`config.mk`:
```
export PLATFORM = sky130hd
export DESIGN_NAME = cursor_sprite_overlay
export DESIGN_NICKNAME = d
export VERILOG_FILES = /design/src/rtl/core/csov_pkg.sv /design/src/rtl/core/csov_shape_rom.sv /design/src/rtl/core/cursor_sprite_overlay.sv
export VERILOG_INCLUDE_DIRS = /design/src /design/src/rtl/core
export SDC_FILE = /design/constraint.sdc
export NUM_CORES = 1
export LEC_CHECK = 0
export BUFFER_PORTS_ARGS = -buffer_cell sky130_fd_sc_hd__clkbuf_2
export CAP_MARGIN = 20
export CELL_PAD_IN_SITES_DETAIL_PLACEMENT = 0
export CELL_PAD_IN_SITES_GLOBAL_PLACEMENT = 1
export CORE_ASPECT_RATIO = 0.8
export CORE_MARGIN = 2
export CORE_UTILIZATION = 46
export CTS_CLUSTER_DIAMETER = 40
export DETAILED_ROUTE_END_ITERATION = 16
export MAX_ROUTING_LAYER = met4
export PLACE_DENSITY_LB_ADDON = 0.1
export SLEW_MARGIN = 20
export SYNTH_ARGS = -nofsm -noshare
export SYNTH_HDL_FRONTEND = slang
export SYNTH_SLANG_ARGS = --single-unit
```
`constraint.sdc`:
```
create_clock -name clk -period 4.6 [get_ports clk]
set_input_delay 0.46 -clock clk [delete_from_list [all_inputs] [get_ports clk]]
set_output_delay 0.46 -clock clk [all_outputs]
set_load 0.01 [all_outputs]
```
`src/rtl/core/assert_macros.svh`:
```
// Assertion macros shared by the cursor overlay RTL.
// Each macro wraps one clocked concurrent assertion on clk, disabled in reset.
`ifndef ASSERT_MACROS_SVH
`define ASSERT_MACROS_SVH

// Property checked at every rising edge of clk outside reset.
`define CSOV_ASSERT(label, prop, msg) \
  label: assert property (@(posedge clk) disable iff (!rst_n) (prop)) \
    else $error(msg);

// Implication: when cond holds, prop must hold in the next cycle.
`define CSOV_ASSERT_NEXT(label, cond, prop, msg) \
  label: assert property (@(posedge clk) disable iff (!rst_n) (cond) |=> (prop)) \
    else $error(msg);

`endif

```
`src/rtl/core/csov_pkg.sv`:
```
// Shared types, constants and shape functions for the cursor sprite overlay.
// No dependencies; used by csov_shape_rom and cursor_sprite_overlay.
package csov_pkg;

  localparam int PIX_W      = 12;
  localparam int COLOR_W    = 32;
  localparam int CFG_DATA_W = 12;
  localparam int CFG_IDX_W  = 2;
  localparam int SHAPE_ROWS = 32;
  localparam int MASK_W     = 16;

  localparam logic [COLOR_W-1:0] COLOR_BODY = 32'h00FF_FFFF;
  localparam logic [COLOR_W-1:0] COLOR_EDGE = 32'h0000_0000;

  typedef enum logic [CFG_IDX_W-1:0] {
    CFG_CURSOR_X      = 2'd0,
    CFG_CURSOR_Y      = 2'd1,
    CFG_CURSOR_ENABLE = 2'd2
  } cfg_reg_t;

  typedef enum logic [1:0] {
    PART_BG   = 2'd0,
    PART_BODY = 2'd1,
    PART_EDGE = 2'd2
  } part_t;

  // Arrow body, bit 0 is the leftmost column of the box.
  localparam logic [7:0] ARROW_BODY [SHAPE_ROWS] = '{
    8'h01, 8'h03, 8'h07, 8'h0F, 8'h1F, 8'h3F, 8'h7F, 8'hFF,
    8'h1F, 8'h1B, 8'h31, 8'h30, 8'h60, 8'h60, 8'hC0, 8'h00,
    8'h00, 8'h00, 8'h00, 8'h00, 8'h00, 8'h00, 8'h00, 8'h00,
    8'h00, 8'h00, 8'h00, 8'h00, 8'h00, 8'h00, 8'h00, 8'h00
  };

  function automatic logic [MASK_W-1:0] body_row(input int r, input int h);
    logic [MASK_W-1:0] m;
    m = '0;
    if (r >= 0 && r < h && r < SHAPE_ROWS) begin
      m = MASK_W'(ARROW_BODY[r]);
    end
    return m;
  endfunction

  // Dilate the body by one pixel in each direction, clip to the box width, drop the body itself.
  function automatic logic [MASK_W-1:0] halo_row(input int r, input int h, input int w);
    logic [MASK_W-1:0] m;
    logic [MASK_W-1:0] box;
    m   = body_row(r - 1, h) | body_row(r, h) | body_row(r + 1, h);
    box = MASK_W'((32'd1 << w) - 32'd1);
    m   = (m | (m << 1) | (m >> 1)) & box;
    return m & ~body_row(r, h);
  endfunction

endpackage

```
`src/rtl/core/csov_shape_rom.sv`:
```
// Cursor shape lookup: body and outline masks of one cursor row.
// Depends on csov_pkg for the arrow table and mask functions.
module csov_shape_rom #(
  parameter int CURSOR_WIDTH  = 11,
  parameter int CURSOR_HEIGHT = 18
) (
  input  logic [$clog2(CURSOR_HEIGHT)-1:0] row,
  output logic [CURSOR_WIDTH-1:0]          body_mask,
  output logic [CURSOR_WIDTH-1:0]          outline_mask
);

  logic [CURSOR_WIDTH-1:0] body_tbl    [CURSOR_HEIGHT];
  logic [CURSOR_WIDTH-1:0] outline_tbl [CURSOR_HEIGHT];

  for (genvar r = 0; r < CURSOR_HEIGHT; r++) begin : g_row
    assign body_tbl[r]    = CURSOR_WIDTH'(csov_pkg::body_row(r, CURSOR_HEIGHT));
    assign outline_tbl[r] = CURSOR_WIDTH'(csov_pkg::halo_row(r, CURSOR_HEIGHT,
                                                             CURSOR_WIDTH));
  end

  always_comb begin
    body_mask    = '0;
    outline_mask = '0;
    if (32'(row) < CURSOR_HEIGHT) begin
      body_mask    = body_tbl[row];
      outline_mask = outline_tbl[row];
    end
  end

endmodule

```
`src/rtl/core/cursor_sprite_overlay.sv`:
```
// Hardware arrow cursor overlay on a pixel stream.
// Input stream in_*: one pixel per transfer; tdata = {background_color[31:0],
//   pixel_y[11:0], pixel_x[11:0]} from bit 55 down to bit 0.
// Output stream out_*: one result per input pixel, in order; tdata carries the
//   displayed color word, tuser the cursor part (0 background, 1 body, 2 outline).
// Config port cfg_*: index 0 cursor_x, 1 cursor_y (signed box corner),
//   2 cursor_enable; always ready; to be written by users between frames while the
//   stream is idle; the block itself does not enforce this. Each pixel passes three
//   register stages (offset subtract, shape table lookup, output color select).
// Throughput: one pixel per clock while the receiver does not stall.
// Reset (rst_n low, synchronous) clears all stage valid bits and the cursor
//   registers: position 0,0, cursor disabled.
// When the receiver stalls, the output holds its transfer; each stage keeps
//   filling bubbles behind it, and in_tready drops only once all stages are full.
// Depends on csov_pkg, csov_shape_rom and assert_macros.svh.
`include "assert_macros.svh"

module cursor_sprite_overlay #(
  parameter int CURSOR_WIDTH  = 11,
  parameter int CURSOR_HEIGHT = 18,
  parameter int COORD_BITS    = 12
) (
  input  logic        clk,
  input  logic        rst_n,
  // in_tdata: pixel_x[11:0], pixel_y[23:12], background_color[55:24]
  input  logic        in_tvalid,
  output logic        in_tready,
  input  logic [55:0] in_tdata,
  // out_tdata: pixel_color[31:0]
  output logic        out_tvalid,
  input  logic        out_tready,
  output logic [31:0] out_tdata,
  // out_tuser: cursor_part[1:0]
  output logic [1:0]  out_tuser,
  input  logic        cfg_valid,
  output logic        cfg_ready,
  input  logic [csov_pkg::CFG_IDX_W-1:0]  cfg_index,
  input  logic [csov_pkg::CFG_DATA_W-1:0] cfg_data
);

  localparam int PW = csov_pkg::PIX_W;
  localparam int DW = COORD_BITS + 2;
  localparam int CW = $clog2(CURSOR_WIDTH);
  localparam int RW = $clog2(CURSOR_HEIGHT);

  // ---------------- configuration registers ----------------
  logic signed [COORD_BITS-1:0] cursor_x_r, cursor_y_r;
  logic                         cursor_en_r;
  logic signed [COORD_BITS-1:0] cfg_coord;

  if (COORD_BITS >= csov_pkg::CFG_DATA_W) begin : g_cfg_ext
    assign cfg_coord = COORD_BITS'(signed'(cfg_data));
  end else begin : g_cfg_trunc
    assign cfg_coord = signed'(cfg_data[COORD_BITS-1:0]);
  end

  assign cfg_ready = 1'b1;

  always_ff @(posedge clk) begin
    if (!rst_n) begin
      cursor_x_r  <= '0;
      cursor_y_r  <= '0;
      cursor_en_r <= 1'b0;
    end else if (cfg_valid && cfg_ready) begin
      case (cfg_index)
        csov_pkg::CFG_CURSOR_X:      cursor_x_r  <= cfg_coord;
        csov_pkg::CFG_CURSOR_Y:      cursor_y_r  <= cfg_coord;
        csov_pkg::CFG_CURSOR_ENABLE: cursor_en_r <= cfg_data[0];
        default: ;
      endcase
    end
  end

  // ---------------- stage enables ----------------
  logic v1_r, v2_r, v3_r;
  logic en1, en2, en3;

  assign en3       = !v3_r || out_tready;
  assign en2       = !v2_r || en3;
  assign en1       = !v1_r || en2;
  assign in_tready = en1;

  // ---------------- stage 1: offsets into the cursor box ----------------
  logic [COORD_BITS-1:0] px_c, py_c;

  if (COORD_BITS >= PW) begin : g_pix_ext
    assign px_c = COORD_BITS'(in_tdata[PW-1:0]);
    assign py_c = COORD_BITS'(in_tdata[2*PW-1:PW]);
  end else begin : g_pix_trunc
    assign px_c = in_tdata[COORD_BITS-1:0];
    assign py_c = in_tdata[PW+COORD_BITS-1:PW];
  end

  logic signed [DW-1:0]    dx1_r, dy1_r, dx1_nxt, dy1_nxt;
  logic                    en_1_r;
  logic [csov_pkg::COLOR_W-1:0] bg1_r;

  assign dx1_nxt = signed'({2'b00, px_c}) - DW'(cursor_x_r);
  assign dy1_nxt = signed'({2'b00, py_c}) - DW'(cursor_y_r);

  always_ff @(posedge clk) begin
    if (!rst_n) begin
      v1_r <= 1'b0;
    end else if (en1) begin
      v1_r <= in_tvalid;
    end
  end

  always_ff @(posedge clk) begin
    if (en1 && in_tvalid) begin
      dx1_r  <= dx1_nxt;
      dy1_r  <= dy1_nxt;
      en_1_r <= cursor_en_r;
      bg1_r  <= in_tdata[2*PW+csov_pkg::COLOR_W-1:2*PW];
    end
  end

  // ---------------- stage 2: box test and shape lookup ----------------
  logic                    in_box;
  logic [CURSOR_WIDTH-1:0] body_mask, outline_mask;
  logic                    body2_r, outline2_r, body2_nxt, outline2_nxt;
  logic [csov_pkg::COLOR_W-1:0] bg2_r;

  assign in_box = en_1_r
               && !dx1_r[DW-1] && (dx1_r[DW-2:0] < (DW-1)'(CURSOR_WIDTH))
               && !dy1_r[DW-1] && (dy1_r[DW-2:0] < (DW-1)'(CURSOR_HEIGHT));

  csov_shape_rom #(
    .CURSOR_WIDTH  (CURSOR_WIDTH),
    .CURSOR_HEIGHT (CURSOR_HEIGHT)
  ) u_shape (
    .row          (dy1_r[RW-1:0]),
    .body_mask    (body_mask),
    .outline_mask (outline_mask)
  );

  // column index is only meaningful inside the box
  assign body2_nxt    = in_box && body_mask[dx1_r[CW-1:0]];
  assign outline2_nxt = in_box && outline_mask[dx1_r[CW-1:0]];

  always_ff @(posedge clk) begin
    if (!rst_n) begin
      v2_r <= 1'b0;
    end else if (en2) begin
      v2_r <= v1_r;
    end
  end

  always_ff @(posedge clk) begin
    if (en2 && v1_r) begin
      body2_r    <= body2_nxt;
      outline2_r <= outline2_nxt;
      bg2_r      <= bg1_r;
    end
  end

  // ---------------- stage 3: output register ----------------
  logic [csov_pkg::COLOR_W-1:0] color3_r, color3_nxt;
  csov_pkg::part_t              part3_r, part3_nxt;

  always_comb begin
    priority if (body2_r) begin
      color3_nxt = csov_pkg::COLOR_BODY;
      part3_nxt  = csov_pkg::PART_BODY;
    end else if (outline2_r) begin
      color3_nxt = csov_pkg::COLOR_EDGE;
      part3_nxt  = csov_pkg::PART_EDGE;
    end else begin
      color3_nxt = bg2_r;
      part3_nxt  = csov_pkg::PART_BG;
    end
  end

  always_ff @(posedge clk) begin
    if (!rst_n) begin
      v3_r <= 1'b0;
    end else if (en3) begin
      v3_r <= v2_r;
    end
  end

  always_ff @(posedge clk) begin
    if (en3 && v2_r) begin
      color3_r <= color3_nxt;
      part3_r  <= part3_nxt;
    end
  end

  assign out_tvalid = v3_r;
  assign out_tdata  = color3_r;
  assign out_tuser  = part3_r;

  // ---------------- assertions ----------------
  `CSOV_ASSERT(a_body_white, !(out_tvalid && out_tuser == csov_pkg::PART_BODY) || out_tdata == csov_pkg::COLOR_BODY, "body pixel not white")
  `CSOV_ASSERT(a_edge_black, !(out_tvalid && out_tuser == csov_pkg::PART_EDGE) || out_tdata == csov_pkg::COLOR_EDGE, "outline pixel not black")
  `CSOV_ASSERT(a_masks_disjoint, !(v2_r && body2_r && outline2_r), "body and outline both hit")
  `CSOV_ASSERT(a_stall_full, in_tready || (v1_r && v2_r && v3_r && !out_tready), "input stalled with a bubble in the pipe")
  `CSOV_ASSERT_NEXT(a_stage_advance, v2_r && en3, out_tvalid, "stage 2 item lost on advance")

endmodule

```
==> impl_results.md <==
- Max clock buf depth: 2
- WL final: roughly 13 mm
- Ys flop type: edfxtp_1
- First-pass iteration count of the detailed router: 4
- Port bufs: between 100 and 150
- # clock sinks: 157
- Cell taking the most area after synthesis: edfxtp_1
- Final HPWL DP: ~9 mm
- RD Place Congestion: 0.821
- Chip height: 115 µm
- Synth cell types: 55
- Final setup viols: 0
- Max-cap violations: 0
- Share of layout cells above drive strength 1: a little under a quarter
- Number of flops mapped to enable cells by yosys: around 130
- Synth cell count leaders: edfxtp_1, inv_1, ha_1
- CP startpoint kind: flop
- GR Overflow Total: 0
- Yosys top cell area share: 55.1%
- Max rail drop VDD: about 0.28 mV
- Latest clock arrival within the worst-skew pair: 0.42 ns
- Hold Crit Class: input pin to flop
- Die Wd: around 140 µm
- Hold_buf cts: 0
- Final Hold Viols: 0
- Synth-to-Final Area Change: 19.2%
- Post-layout min period: between 2 and 2.5 ns
- Worst slew pin tran: 1.01 ns
- Row count: 40
- FF+latch count, synth: around 160
- Critical Path RT: just under 5 ns
- Initial core utilization: between 40% and 50%
- Number of buffers created by CTS: 17
- Crit. End Element: flop
- Syn Nets: approximately 650
- Vias in the first global route: 4138
- RSZ-0062 raised after global routing: false
- CTS root buf: clkbuf_16
- Global Route Usage Sum: ~17%
- First-pass GRT wire length: a little over 20 mm
- Most common cell in the netlist: edfxtp_1
- Worst Path Class, Setup: flop to flop
- N_diodes: 0
- Reg clk slew, reported paths: roughly 0.07 ns
- Synth area leaders: edfxtp_1, dfxtp_1, ha_1
- Fmax: between 0.4 and 0.5 GHz
- Sequential-to-total area share from yosys stat: between 60% and 70%
- Core Util, Final: 56.0%
- Vias/cell: 5.06
- Yosys Warn Count: 0
- Routed WL per cell: around 15 µm
- IO Count: roughly 110
- Die area: about 16000 µm²
- Gate Count Post-Synth: roughly 540
- LEAKAGE: between 3 and 4 nW
- Synth async-reset ratio: 0%
- Total chip power: around 3.3 mW
- Synthesized cell area: 7030 µm²
- Final clock skew: between 0.009 and 0.01 ns
- P per Cell Area: slightly below 400 nW/µm²
- Status: complete, no violations
- Worst-path fanout max: 14
- Initial antenna violation count: 0
- Part of the cycle the worst path needs: a little over half
- Worst slew margin: around a third
- Setup TNS: 0 ns
- Fill cell count: 1241
- CTS H-tree depth: 4
- Setup Fix Bufs, Post-CTS: 0
- Largest net degree at the start of global routing: 35
- Initial DRC count: approximately 270
- Routed Antenna Nets: 0
- Core area: between 10000 and 15000 µm²
- Final slew viol count: 0
- Critical Path AT: approximately 2.6 ns
- Nets: roughly 770
- DR DRC count: 0
- Synthesized area per cell: ~13 µm²
- Via count: 4322
- TritonCTS clock tree: done
- CTS resizes: 0
placed cells by master, fill, tap and decap left out, drive strengths merged, types with 2 or more instances in the layout:
cell	count
nand2	16
o21ai	13
buf	5
and3	3
o211ai	3
inv	49
o31ai	2
nor3	6
dfxtp	28
a2111oi	2
clkinv	4
xor2	5
a21boi	4
clkinvlp	3
a32oi	2
ha	37
and2	10
fa	2
nand3	6
nand2b	3
nor4	6
clkbuf	127
a21o	31
mux2i	17
nor2b	31
a41oi	2
o21a	5
nor2	28
or2	2
a211oi	2
a31oi	9
a21oi	34
nand3b	4
o21bai	3
edfxtp	129
xnor2	19
worst max-delay path, stage by stage (launching register included):
cell       delay (ns)
edfxtp_1         0.63
inv_1            0.22
ha_1             0.34
nand2_1          0.08
o21ai_2          0.09
a2111oi_4        0.33
o211ai_1         0.16
a2111oi_2        0.37
metrics by stage:
| stage | hold slack, ns | setup slack, ns | std cells | cell area (µm²) |
|---|---|---|---|---|
| 6_report | 0.211 | 2.18 | 854 | 8380 |
| 5_1_grt | 0.180 | 1.99 | 854 | 8380 |
| 4_1_cts | 0.189 | 2.15 | 852 | 8330 |
| 3_5_place_dp | 0.405 | 2.00 | 820 | 7770 |
| 3_3_place_gp | 0.401 | 2.06 | 820 | 7770 |
| 2_1_floorplan | 0.400 | 0.413 | 537 | 7030 |
path summary, 6_finish.rpt:
path	cells past startpoint	end	slack, ns	from
max	7	outline2_r$_DFFE_PP_	2.18	dy1_r[2]$_DFFE_PP_
min	1	bg1_r[27]$_DFFE_PP_	0.21	in_tdata[51]
max reg2reg	7	outline2_r$_DFFE_PP_	2.18	dy1_r[2]$_DFFE_PP_
min reg2reg	0	bg2_r[1]$_DFFE_PP_	0.42	bg1_r[1]$_DFFE_PP_
layout make-up:
cell class                 count  area, µm²  share of cell area [%]
sequential                   157       4430                    52.9
tap                          189        236                    2.82
inverter                      41        154                    1.84
multi-input combinational    320       2380                    28.3
timing repair buffer         115        628                    7.49
clock inverter                15        128                    1.52
clock buffer                  17        425                    5.08
flip-flops by register name (all words and copies together), names as in the netlist:
| signal | flops |
|---|---|
| v2_r | 1 |
| v1_r | 1 |
| out_tdata | 32 |
| cursor_x_r | 12 |
| bg1_r | 32 |
| cursor_en_r | 1 |
| outline2_r | 1 |
| en_1_r | 1 |
| dx1_r | 14 |
| out_tvalid | 1 |
| bg2_r | 32 |
| out_tuser | 2 |
| body2_r | 1 |
| dy1_r | 14 |
| cursor_y_r | 12 |
power breakdown:
group	leakage, nW	internal (mW)	switching (mW)	total (mW)
sequential	1.46	1.64	0.0448	1.68
clock	0.264	0.708	0.590	1.30
combinational	1.63	0.146	0.177	0.323
kinds of logic after synthesis:
group                      synth area share (%)
adders and majority gates                  7.15
AOI/OAI and AO/OA                          11.5
and+or+nand+nor                            9.07
other                                    0.0533
buffers and inverters                      3.74
DFF                                        63.0
xor gates and xnor gates                   2.99
muxes                                      2.42
per-layer routing:
metal  up-vias  wire length [µm]  global-route usage [%]
met5         -                 0                       -
met4         0               136                    5.80
met3        12               487                    4.68
met2        84              6110                    26.4
met1      2047              6480                    22.7
li1       2179                 -                       -
No activity file was read; power rests on OpenSTA's default activity.
